**src/design/signed_int_to_base_digits_top_assert.svh**
```systemverilog
// ----------------------------------------------------------------------------
// signed_int_to_base_digits_top_assert.svh
// Assertion macros for the integer to digit converter. Each macro compiles
// to a concurrent assertion in simulation and to nothing in synthesis.
// ----------------------------------------------------------------------------
`ifndef SIGNED_INT_TO_BASE_DIGITS_TOP_ASSERT_SVH
`define SIGNED_INT_TO_BASE_DIGITS_TOP_ASSERT_SVH

`ifndef SYNTHESIS

// Same-cycle implication, disabled during reset
`define SIBD_ASSERT_IMP(label, clk, rst_n, ante, cons) \
    label: assert property (@(posedge clk) disable iff (!(rst_n)) (ante) |-> (cons)) \
        else $error("assertion failed");

// Next-cycle implication, disabled during reset
`define SIBD_ASSERT_NXT(label, clk, rst_n, ante, cons) \
    label: assert property (@(posedge clk) disable iff (!(rst_n)) (ante) |=> (cons)) \
        else $error("assertion failed");

`else

`define SIBD_ASSERT_IMP(label, clk, rst_n, ante, cons)
`define SIBD_ASSERT_NXT(label, clk, rst_n, ante, cons)

`endif

`endif

```
**src/design/sibd_pkg.sv**
```systemverilog
// ----------------------------------------------------------------------------
// sibd_pkg
// Shared types, constants and the digit encoding for the converter.
// ----------------------------------------------------------------------------
package sibd_pkg;

    // Input value width
    localparam int VALUE_BITS = 32;
    localparam int CNT_W      = $clog2(VALUE_BITS);

    // Radix register
    localparam int               RADIX_W     = 6;
    localparam logic [RADIX_W-1:0] RADIX_RESET = 6'd10;
    localparam logic [RADIX_W-1:0] RADIX_MIN   = 6'd2;
    localparam logic [RADIX_W-1:0] RADIX_MAX   = 6'd36;

    // Character codes
    localparam int        CHAR_W        = 8;
    localparam logic [7:0] CHAR_ZERO     = 8'h30;
    localparam logic [7:0] CHAR_LETTER_A = 8'h61;
    localparam logic [7:0] CHAR_MINUS    = 8'h2D;
    localparam logic [7:0] DECIMAL_TEN   = 8'd10;

    // Sequencer states
    typedef enum logic [1:0] {
        ST_IDLE,
        ST_DIV,
        ST_PUSH,
        ST_SIGN
    } t_state;

    // Map a digit value to its ASCII character
    function automatic logic [CHAR_W-1:0] digit_char(input logic [RADIX_W-1:0] d);
        logic [CHAR_W-1:0] d_ext;
        begin
            d_ext = {{(CHAR_W-RADIX_W){1'b0}}, d};
            if (d_ext < DECIMAL_TEN) begin
                digit_char = CHAR_ZERO + d_ext;
            end else begin
                digit_char = CHAR_LETTER_A + (d_ext - DECIMAL_TEN);
            end
        end
    endfunction

    // Clamp the radix register into the legal range
    function automatic logic [RADIX_W-1:0] clamp_radix(input logic [RADIX_W-1:0] r);
        begin
            if (r < RADIX_MIN) begin
                clamp_radix = RADIX_MIN;
            end else if (r > RADIX_MAX) begin
                clamp_radix = RADIX_MAX;
            end else begin
                clamp_radix = r;
            end
        end
    endfunction

endpackage

```
**src/design/sibd_in_if.sv**
```systemverilog
// ----------------------------------------------------------------------------
// sibd_in_if
// Valid/ready channel that carries one signed value per beat.
// ----------------------------------------------------------------------------
interface sibd_in_if;
    logic                                  valid;
    logic                                  ready;
    logic signed [sibd_pkg::VALUE_BITS-1:0] value;

    modport source (output valid, output value, input ready);
    modport sink   (input valid, input value, output ready);
endinterface

```
**src/design/sibd_out_if.sv**
```systemverilog
// ----------------------------------------------------------------------------
// sibd_out_if
// Valid/ready channel that carries one character and its last flag per beat.
// ----------------------------------------------------------------------------
interface sibd_out_if;
    logic                          valid;
    logic                          ready;
    logic [sibd_pkg::CHAR_W-1:0]   character;
    logic                          last;

    modport source (output valid, output character, output last, input ready);
    modport sink   (input valid, input character, input last, output ready);
endinterface

```
**src/design/signed_int_to_base_digits_top.sv**
```systemverilog
// Each digit comes from a full VALUE_BITS-bit restoring divide, then a push into
// the output register; a negative value then gets a '-' push. A new value is
// accepted only when the sequencer is idle, once its final beat has been pushed.
// All digits share one bit-serial divider; an output stall holds the push or sign.
// Reset: synchronous active-low; clears the sequencer, output valid, radix=10.
// ----------------------------------------------------------------------------
// signed_int_to_base_digits_top
// Converts a signed integer to ASCII digits in base 2..36, least significant
// digit first, followed by '-' for negative values; last marks the final beat.
// ----------------------------------------------------------------------------
`include "signed_int_to_base_digits_top_assert.svh"

module signed_int_to_base_digits_top (
    input  logic                          i_clk,
    input  logic                          i_rst_n,
    input  logic                          i_cfg_wr_en,
    input  logic [sibd_pkg::RADIX_W-1:0]  i_cfg_wr_data,
    sibd_in_if.sink                       i_in,
    sibd_out_if.source                    o_out
);

    localparam int VB = sibd_pkg::VALUE_BITS;
    localparam int RW = sibd_pkg::RADIX_W;
    localparam int CW = sibd_pkg::CNT_W;

    sibd_pkg::t_state r_state, n_state;

    logic [RW-1:0]                r_radix;
    logic [RW-1:0]                r_base,   n_base;
    logic [VB-1:0]                r_quo,    n_quo;
    logic [RW-1:0]                r_rem,    n_rem;
    logic [CW-1:0]                r_cnt,    n_cnt;
    logic                         r_neg,    n_neg;
    logic                         r_out_valid, n_out_valid;
    logic [sibd_pkg::CHAR_W-1:0]  r_out_char,  n_out_char;
    logic                         r_out_last,  n_out_last;

    logic          in_beat;
    logic          out_free;
    logic          out_minus;
    logic          div_done;
    logic [VB-1:0] in_bits;
    logic [VB-1:0] in_mag;
    logic [RW:0]   trial;
    logic [RW:0]   trial_sub;
    logic          q_bit;

    // Handshake
    assign i_in.ready  = (r_state == sibd_pkg::ST_IDLE);
    assign in_beat     = i_in.valid && (r_state == sibd_pkg::ST_IDLE);
    assign out_free    = !r_out_valid || o_out.ready;
    assign out_minus   = r_out_valid && (r_out_char == sibd_pkg::CHAR_MINUS);
    assign o_out.valid     = r_out_valid;
    assign o_out.character = r_out_char;
    assign o_out.last      = r_out_last;

    // Take the magnitude; the most negative value maps to 2^(VB-1) exactly
    assign in_bits = i_in.value;
    assign in_mag  = in_bits[VB-1] ? (~in_bits + {{(VB-1){1'b0}}, 1'b1}) : in_bits;

    // Shared restoring divide step: one quotient bit per cycle in the divide state
    assign trial     = {r_rem, r_quo[VB-1]};
    assign q_bit     = (trial >= {1'b0, r_base});
    assign trial_sub = trial - {1'b0, r_base};
    assign div_done  = (r_cnt == CW'(VB-1));

    // Next state
    always_comb begin
        n_state = r_state;
        case (r_state)
            sibd_pkg::ST_IDLE: begin
                if (in_beat) begin
                    n_state = sibd_pkg::ST_DIV;
                end
            end
            sibd_pkg::ST_DIV: begin
                if (div_done) begin
                    n_state = sibd_pkg::ST_PUSH;
                end
            end
            sibd_pkg::ST_PUSH: begin
                if (out_free) begin
                    if (r_quo != '0) begin
                        n_state = sibd_pkg::ST_DIV;
                    end else if (r_neg) begin
                        n_state = sibd_pkg::ST_SIGN;
                    end else begin
                        n_state = sibd_pkg::ST_IDLE;
                    end
                end
            end
            sibd_pkg::ST_SIGN: begin
                if (out_free) begin
                    n_state = sibd_pkg::ST_IDLE;
                end
            end
            default: begin
                n_state = sibd_pkg::ST_IDLE;
            end
        endcase
    end

    // Datapath and output register updates
    always_comb begin
        n_base      = r_base;
        n_quo       = r_quo;
        n_rem       = r_rem;
        n_cnt       = r_cnt;
        n_neg       = r_neg;
        n_out_valid = r_out_valid && !o_out.ready;
        n_out_char  = r_out_char;
        n_out_last  = r_out_last;
        case (r_state)
            sibd_pkg::ST_IDLE: begin
                if (in_beat) begin
                    n_base = sibd_pkg::clamp_radix(r_radix);
                    n_quo  = in_mag;
                    n_rem  = '0;
                    n_cnt  = '0;
                    n_neg  = in_bits[VB-1];
                end
            end
            sibd_pkg::ST_DIV: begin
                // Shift in one dividend bit, subtract the base when it fits
                n_rem = q_bit ? trial_sub[RW-1:0] : trial[RW-1:0];
                n_quo = {r_quo[VB-2:0], q_bit};
                n_cnt = r_cnt + {{(CW-1){1'b0}}, 1'b1};
            end
            sibd_pkg::ST_PUSH: begin
                // Hand the digit to the output register and restart the divider
                if (out_free) begin
                    n_out_valid = 1'b1;
                    n_out_char  = sibd_pkg::digit_char(r_rem);
                    n_out_last  = (r_quo == '0) && !r_neg;
                    n_rem       = '0;
                    n_cnt       = '0;
                end
            end
            sibd_pkg::ST_SIGN: begin
                // Append the minus sign as the final beat
                if (out_free) begin
                    n_out_valid = 1'b1;
                    n_out_char  = sibd_pkg::CHAR_MINUS;
                    n_out_last  = 1'b1;
                end
            end
            default: begin
                n_out_valid = r_out_valid;
            end
        endcase
    end

    // Control registers
    always_ff @(posedge i_clk) begin
        if (!i_rst_n) begin
            r_state     <= sibd_pkg::ST_IDLE;
            r_out_valid <= 1'b0;
            r_radix     <= sibd_pkg::RADIX_RESET;
        end else begin
            r_state     <= n_state;
            r_out_valid <= n_out_valid;
            if (i_cfg_wr_en) begin
                r_radix <= i_cfg_wr_data;
            end
        end
    end

    // Payload registers
    always_ff @(posedge i_clk) begin
        r_base     <= n_base;
        r_quo      <= n_quo;
        r_rem      <= n_rem;
        r_cnt      <= n_cnt;
        r_neg      <= n_neg;
        r_out_char <= n_out_char;
        r_out_last <= n_out_last;
    end

    // Checks
    `SIBD_ASSERT_NXT(a_accept_starts_div, i_clk, i_rst_n, in_beat, r_state == sibd_pkg::ST_DIV)
    `SIBD_ASSERT_IMP(a_rem_below_base, i_clk, i_rst_n, !i_in.ready, r_rem < r_base)
    `SIBD_ASSERT_IMP(a_sign_only_negative, i_clk, i_rst_n, r_state == sibd_pkg::ST_SIGN, r_neg)
    `SIBD_ASSERT_IMP(a_minus_is_last, i_clk, i_rst_n, out_minus, r_out_last)

endmodule
```
**src/flat_wrapper.sv**
```systemverilog
// flat-port wrapper written by rule: the top's interface ports become plain ports
module signed_int_to_base_digits_top_flat 
  (i_clk, i_rst_n, i_cfg_wr_en, i_cfg_wr_data, i_in_valid, i_in_value, i_in_ready, o_out_valid, o_out_character, o_out_last, o_out_ready);
  sibd_in_if i_in_i ();
  sibd_out_if o_out_i ();
  input  logic i_clk;
  input  logic i_rst_n;
  input  logic i_cfg_wr_en;
  input  logic [sibd_pkg::RADIX_W-1:0] i_cfg_wr_data;
  input wire logic [$bits(i_in_i.valid)-1:0] i_in_valid;
  input wire logic [$bits(i_in_i.value)-1:0] i_in_value;
  output wire logic [$bits(i_in_i.ready)-1:0] i_in_ready;
  output wire logic [$bits(o_out_i.valid)-1:0] o_out_valid;
  output wire logic [$bits(o_out_i.character)-1:0] o_out_character;
  output wire logic [$bits(o_out_i.last)-1:0] o_out_last;
  input wire logic [$bits(o_out_i.ready)-1:0] o_out_ready;
  assign i_in_i.valid = i_in_valid;
  assign i_in_i.value = i_in_value;
  assign i_in_ready = i_in_i.ready;
  assign o_out_valid = o_out_i.valid;
  assign o_out_character = o_out_i.character;
  assign o_out_last = o_out_i.last;
  assign o_out_i.ready = o_out_ready;
  signed_int_to_base_digits_top u_core (.i_clk(i_clk), .i_rst_n(i_rst_n), .i_cfg_wr_en(i_cfg_wr_en), .i_cfg_wr_data(i_cfg_wr_data), .i_in(i_in_i), .o_out(o_out_i));
endmodule
```
**config.mk**
```make
export PLATFORM = sky130hd
export DESIGN_NAME = signed_int_to_base_digits_top_flat
export DESIGN_NICKNAME = d
export VERILOG_FILES = /design/src/design/sibd_pkg.sv /design/src/design/sibd_in_if.sv /design/src/design/sibd_out_if.sv /design/src/design/signed_int_to_base_digits_top.sv /design/src/flat_wrapper.sv
export VERILOG_INCLUDE_DIRS = /design/src /design/src/design
export SDC_FILE = /design/constraint.sdc
export NUM_CORES = 1
export LEC_CHECK = 0
export BUFFER_PORTS_ARGS = -buffer_cell sky130_fd_sc_hd__buf_2
export CAP_MARGIN = 20
export CORE_ASPECT_RATIO = 1.1
export CORE_UTILIZATION = 58
export CTS_CLUSTER_DIAMETER = 120
export CTS_CLUSTER_SIZE = 28
export DETAILED_ROUTE_END_ITERATION = 10
export PLACE_DENSITY = 0.8
export SKIP_CTS_REPAIR_TIMING = 1
export SLEW_MARGIN = 30
export SYNTH_ARGS = -nofsm -noshare
export SYNTH_HDL_FRONTEND = slang
export SYNTH_SLANG_ARGS = --single-unit
```
**constraint.sdc**
```tcl
create_clock -name i_clk -period 3.2 [get_ports i_clk]
set_clock_uncertainty 0.15 [all_clocks]
set_input_delay 0 -clock i_clk [delete_from_list [all_inputs] [get_ports i_clk]]
set_output_delay 0 -clock i_clk [all_outputs]
set_load 0.02 [all_outputs]
```
### Word-level counts from Yosys, hierarchy flattened

Index checks and enable logic that the tools add are counted.

| word-level totals | value |
|---|---|
| register bits | 68 |
| input port bits | 43 |
| output and inout bits | 11 |
| word-level logic and storage cells | 77 |

| cells by class | value |
|---|---|
| add/sub/neg operators | 6 |
| magnitude comparators | 4 |
| equality and inequality tests | 8 |
| muxes and demuxes | 27 |
| bitwise logic cells | 1 |
| reduce and logical (&&, ||, !) cells | 20 |

Operator list:

| operator | count |
|---|---|
| $mux 32 | 2 |
| $pmux 32 s2 | 1 |
| $add 32x1->32 const B | 1 |
| $logic_not 32->1 | 1 |
| $not 32->32 | 1 |
| $reduce_bool 32->1 | 1 |
| $mux 6 | 4 |
| $mux 8 | 3 |
| $pmux 6 s3 | 1 |
| $pmux 8 s2 | 1 |
| $pmux 5 s3 | 1 |
| $mux 2 | 6 |
| $mux 5 | 2 |
| $add 7x8->8 const A | 1 |
| $ne 2x1->1 const B | 4 |
| $pmux 2 s4 | 1 |
| $add 6x6->7 const A | 1 |
| $ge 7x6->1 | 1 |
| $sub 6x4->7 const B | 1 |
| $gt 6x6->1 const B | 1 |
| $lt 6x2->1 const B | 1 |
| $lt 6x4->1 const B | 1 |
| $reduce_and 3->1 | 2 |
| $sub 6x6->6 | 1 |
| 15 further kinds | 26 |

### Depth between registers and ports, before layout

| logic depth | value |
|---|---|
| depth in word-level cells | 5 |
| gate-level depth with buffers | 9 |
| mapped depth without buffers | 9 |

### Worst setup path after synthesis

OpenSTA, ideal clock, no wires.

| path | value |
|---|---|
| path kind | flip-flop to flip-flop |
| start point | register u_core.r_state[0] |
| end point | register u_core.r_quo[0] (enable) |
| setup time | 0.421 ns |
| arrival time | 1.992 ns |
| required time | 2.629 ns |
| slack | 0.637 ns |
| cell stages (with the launch flop) | 4 |
| path buffers | 1 |
| period minus slack after synthesis | 2.563 ns |
| cells stage by stage | dfxtp_1 clkbuf_1 nor2_1 nor2_1 |

| on the way | value |
|---|---|
| word-level cells in the longest chain between the ends | 4 |
| elaborated cells between the ends (all ways) | 6 |
| those cells by class | eq/ne (2); reduce/logical (4) |

Ends and longest elaborated chain:

| element | line | RTL |
|---|---|---|
| from (decl) | signed_int_to_base_digits_top.sv:26 | `sibd_pkg::t_state r_state, n_state;` |
| from (signal assigned) | signed_int_to_base_digits_top.sv:156 | `r_state <= sibd_pkg::ST_IDLE;` |
| from (signal assigned) | signed_int_to_base_digits_top.sv:160 | `r_state <= n_state;` |
| $logic_not 2->1 | signed_int_to_base_digits_top.sv:50, signed_int_to_base_digits_top.sv:113 |  |
| $logic_and 1x1->1 | signed_int_to_base_digits_top.sv:50 | `assign in_beat = i_in.valid && (r_state == sibd_pkg::ST_IDLE);` |
| $ne 2x1->1 (no line) | -- |  |
| $reduce_and 2->1 (no line) * | -- |  |
| to (signal assigned) | signed_int_to_base_digits_top.sv:171 | `r_quo <= n_quo;` |
| to (decl) | signed_int_to_base_digits_top.sv:30 | `logic [VB-1:0] r_quo, n_quo;` |

Mark *: on every way between the ends. The rest lies on a longest branch, timed or not.
A chain may end at the register's enable or synchronous reset.

### Worst setup path after layout

| path | value |
|---|---|
| start point | input port i_in_value[9] |
| end point | register u_core.r_quo[15], data pin |

| on the way | value |
|---|---|
| word-level cells in the longest chain between the ends | 5 |

Ends and longest elaborated chain:

| element | line | RTL |
|---|---|---|
| from (decl) | flat_wrapper.sv:11 | `input wire logic [$bits(i_in_i.value)-1:0] i_in_value;` |
| $not 32->32 | signed_int_to_base_digits_top.sv:59 | `assign in_mag = in_bits[VB-1] ? (~in_bits + {{(VB-1){1'b0}}, 1'b1}) : in_bits;` |
| $add 32x1->32 | signed_int_to_base_digits_top.sv:59 |  |
| $mux 32 | signed_int_to_base_digits_top.sv:59 |  |
| $mux 32 | signed_int_to_base_digits_top.sv:115 | `if (in_beat) begin` |
| $pmux 32 s2 | signed_int_to_base_digits_top.sv:113 | `case (r_state)` |
| via u_core.n_quo[15] | signed_int_to_base_digits_top.sv:30 |  |

The timed path passes the listed nets, and every way through them passes these cells. The select of a mux whose other input is x is not followed.

==> results.md <==
Status:
- The run finished, with violations left.
- The checks that failed: negative hold slack.

Clocking:
- The clock net in this run drives a total of 68 sinks.
- In this run, CTS created clock tree buffers numbering 9.
- The insertion delay to the later sink of the worst-skew pair is 350 ps.
- The clock tree synthesis step divided the H-tree into 3 levels.
- The clock root buffer is sky130_fd_sc_hd__clkbuf_8.
- The clock transition at the register clock pins on the worst setup and hold paths after CTS is 80 ps.
- The maximum buffer depth of the clock tree is 2.
- The TritonCTS clock tree is yes.

Pwr:
- The cell area power density is 466.2 nW/µm².
- Overall power consumption after layout is estimated at 2.362 mW.
- The leakage power of the design is 2.001 nW.
- The worst voltage drop across the vdd grid is 0.3616 mV.

Logic synthesis:
- Counting flops with a built-in enable in the synthesized netlist gives 59.
- The number of warnings reported in the yosys synthesis log is 0.
- The number of nets handed over by synthesis was 464.
- The number of distinct library cells after synthesis is 46.
- Averaged over all synthesized cells, the footprint is 9.976 µm².
- The post-synthesis register bit count is 68.
- The leading register cell type out of synthesis is sky130_fd_sc_hd__edfxtp_1.
- Counting flops with an async set or reset pin after synthesis yields a share of 0%.
- The part of the Yosys area used for sequential elements is 48.07%.
- The synthesized netlist occupies a cell area of 4060 µm².
- In the synthesized netlist, the number of instances is 407.

Setup path:
- The register-to-register path setup slack is 740 ps.
- The worst setup path is launched from a primary input.
- The critical path endpoint category is a register.
- Counting cells, the worst reg-to-reg path comes to 6.
- The worst register-to-register path begins at u_core.r_rem[3].
- The worst reg2reg path endpoint is u_core.r_rem[5].
- STA puts the critical path data required time at 3120 ps.
- Data on the critical path arrives at its endpoint at 2570 ps.
- The critical path is of the primary input to register type.
- Along the worst path, the maximum fanout reaches 10.

STA:
- The final count of pins violating max slew is 0.
- Setup repair after global routing left no endpoint under its margin.
- Measured against its own limit, the worst slew margin works out to 46.00%.
- The count of endpoints failing setup in the final report is 0.
- For the finished layout, the period the worst path requires is 2647 ps.
- Derived from the worst setup path, the maximum achievable clock frequency is 0.3778 GHz.
- The sum of negative setup slack is 0 ps.
- For the pin with the worst max-slew slack, the measured transition is 808.0 ps.
- The number of failing hold endpoints at the final stage came to 3.
- Setup slack on the critical path of the routed design comes to 553.4 ps.
- The worst hold slack after final layout is -19.70 ps.
- The final critical path takes up 82.71% of the cycle.

Floorplanning:
- The core region is 6671 µm².
- The x dimension of the die is 81.78 µm.
- The effective utilization at floorplan is 60.86%.
- For this design the top-level I/O count stands at 54.
- The die footprint is 7339 µm².
- The die is 89.75 µm tall.
- The placement row count is 31.

Min path:
- Along the worst hold path, the cell count comes to 3.
- The end point of the worst hold path is u_core.r_quo[6].
- The min-delay analysis places its worst path in the category primary input to register.
- The start point of the worst hold path is i_in_value[6].

Layout:
- The area added between synthesis and finish is 24.81%.
- The most frequent standard cell in the layout excluding fill and tap cells is sky130_fd_sc_hd__edfxtp_1.
- The final net count is 564.
- The number of antenna diodes in the final layout is 0.
- The post-route netlist has 16.80% of its cells at a drive strength greater than 1.
- In the layout the commonest cells are 59 x sky130_fd_sc_hd__edfxtp_1, 53 x sky130_fd_sc_hd__buf_2, 49 x sky130_fd_sc_hd__dlygate4sd3_1, 45 x sky130_fd_sc_hd__nand2_1, 42 x sky130_fd_sc_hd__o21ai_0.
- With fillers left out, the area of the finished cells amounts to 5067 µm².

GRT:
- The number of antenna violations at the first check in global routing is 0.
- The global route total overflow is 0.
- The wire length of the first global-routing pass is 14.08 mm.
- The maximum number of pins on one net before global-route repair is 54.
- Across every metal layer, demand over resource in global routing totals 24.98%.
- The via count of the first global-routing pass came to 3,025.

Routing:
- The total wire length is 10.09 mm.
- In this run, the number of DRC markers left after iteration 0 of detailed routing was 282.
- The number of routed nets with antenna violations is 0.
- Before antenna repair, the detailed router went through 5 iterations.
- In the routed layout, each cell is associated on average with a via count of 5.897.
- The via count is 3,503.
- The average detailed-routed wire length per instance is 16.98 µm.
- In the routed design, unresolved DRC markers number 0.

Placement:
- The routability-driven placement congestion ratio is 0.8250.
- Summed over all nets, the half-perimeter wirelength after detailed placement is 6.201 mm.
- The minimum setup slack after placement is 784.8 ps.
- During placement, the flow inserted port buffers numbering 53.
- The placed cell area is 4399 µm².

Flow run:
- The max capacitance violation total is 0.
cells in the mapped netlist, types with 2 or more instances:
master	count	area share [%]
sky130_fd_sc_hd__o41ai_2	2	0.80
sky130_fd_sc_hd__nand3_1	3	0.37
sky130_fd_sc_hd__o21a_1	2	0.37
sky130_fd_sc_hd__nand2_1	45	4.2
sky130_fd_sc_hd__a211oi_1	3	0.55
sky130_fd_sc_hd__nand2b_1	4	0.62
sky130_fd_sc_hd__or2_2	3	0.46
sky130_fd_sc_hd__nor2_1	27	2.5
sky130_fd_sc_hd__or4_4	3	0.83
sky130_fd_sc_hd__ha_1	13	4.0
sky130_fd_sc_hd__nor3_1	3	0.37
sky130_fd_sc_hd__or3_1	3	0.46
sky130_fd_sc_hd__and3_1	3	0.46
sky130_fd_sc_hd__dfxtp_1	9	4.4
sky130_fd_sc_hd__clkbuf_1	16	1.5
sky130_fd_sc_hd__o21ai_0	42	5.2
sky130_fd_sc_hd__xnor2_1	13	2.8
sky130_fd_sc_hd__xor2_1	28	6.0
sky130_fd_sc_hd__and2_1	3	0.46
sky130_fd_sc_hd__nor3b_1	3	0.55
sky130_fd_sc_hd__or4_1	3	0.55
sky130_fd_sc_hd__edfxtp_1	59	44
sky130_fd_sc_hd__o31ai_1	8	1.5
sky130_fd_sc_hd__o41ai_1	9	1.9
sky130_fd_sc_hd__nor4_1	12	1.8
sky130_fd_sc_hd__nor2b_1	11	1.7
sky130_fd_sc_hd__mux2i_1	11	2.7
sky130_fd_sc_hd__nand4_1	6	0.92
sky130_fd_sc_hd__a31oi_1	3	0.46
sky130_fd_sc_hd__o211ai_1	2	0.37
sky130_fd_sc_hd__inv_1	24	2.2
sky130_fd_sc_hd__a21oi_1	17	2.1
state kept, by name, indices dropped and copies added, names as in the netlist:
signal / count
u_core.o_out.character: 8
u_core.r_base: 6
u_core.r_quo: 32
u_core.r_neg: 1
u_core.r_state: 2
u_core.o_out.valid: 1
u_core.r_radix: 6
u_core.r_rem: 6
u_core.o_out.last: 1
u_core.r_cnt: 5
worst max path at each step:
stage | start | endpoint | cells after the start
after floorplan | u_core.r_state[0] | u_core.r_quo[0] | 3
after global placement | u_core.r_rem[3] | u_core.r_rem[5] | 6
after detailed placement | u_core.r_rem[1] | u_core.r_rem[5] | 6
after CTS | u_core.r_rem[3] | u_core.r_rem[5] | 6
after global routing | i_in_value[9] | u_core.r_quo[21] | 7
final | i_in_value[9] | u_core.r_quo[15] | 7
power breakdown:
group | leakage, nW | switching, mW | internal (mW) | total [mW]
sequential | 0.663 | 0.0655 | 1.08 | 1.15
clock | 0.0920 | 0.343 | 0.301 | 0.643
combinational | 1.25 | 0.308 | 0.262 | 0.570
worst max-delay path: stages:
cell	delay, ps
sky130_fd_sc_hd__dlygate4sd3_1	550
sky130_fd_sc_hd__buf_2	150
sky130_fd_sc_hd__nor4_1	510
sky130_fd_sc_hd__nand4_1	550
sky130_fd_sc_hd__o41ai_1	530
sky130_fd_sc_hd__xor2_1	180
sky130_fd_sc_hd__o21ai_0	90
per-layer routing:
| layer | share of wire, % | routed length [µm] | track usage (%) |
|---|---|---|---|
| met5 | 0 | 0 | 0 |
| met4 | 2.1 | 210 | 5.994 |
| met3 | 5.3 | 536 | 5.279 |
| met2 | 53 | 5304 | 42.91 |
| met1 | 40 | 4036 | 31.40 |
stage by stage:
stage               util, %  instances
floorplan                 -        407
global placement      65.94        529
detailed placement    65.94        529
CTS                   68.60        545
global route          75.96        594
finish                75.96        594
kinds of logic after synthesis:
family | synth area share, %
and+or+nand+nor | 17.38
buffers and inverters | 3.791
DFF | 48.07
muxes | 2.712
adders and majority gates | 4.499
xor gates and xnor gates | 8.845
AOI/OAI and AO/OA | 14.70
cell type report:
| cell class | count | area (µm²) |
|---|---|---|
| multi-input cells | 298 | 1959 |
| fillers | 417 | 1604 |
| well taps | 82 | 102.6 |
| repair buffers | 106 | 785.8 |
| flip-flops and latches | 68 | 1952 |
| clock buffers | 10 | 137.6 |
| inverters | 24 | 90.09 |
| clock inverters | 6 | 40.04 |
Power figures use the tool's default switching activity.
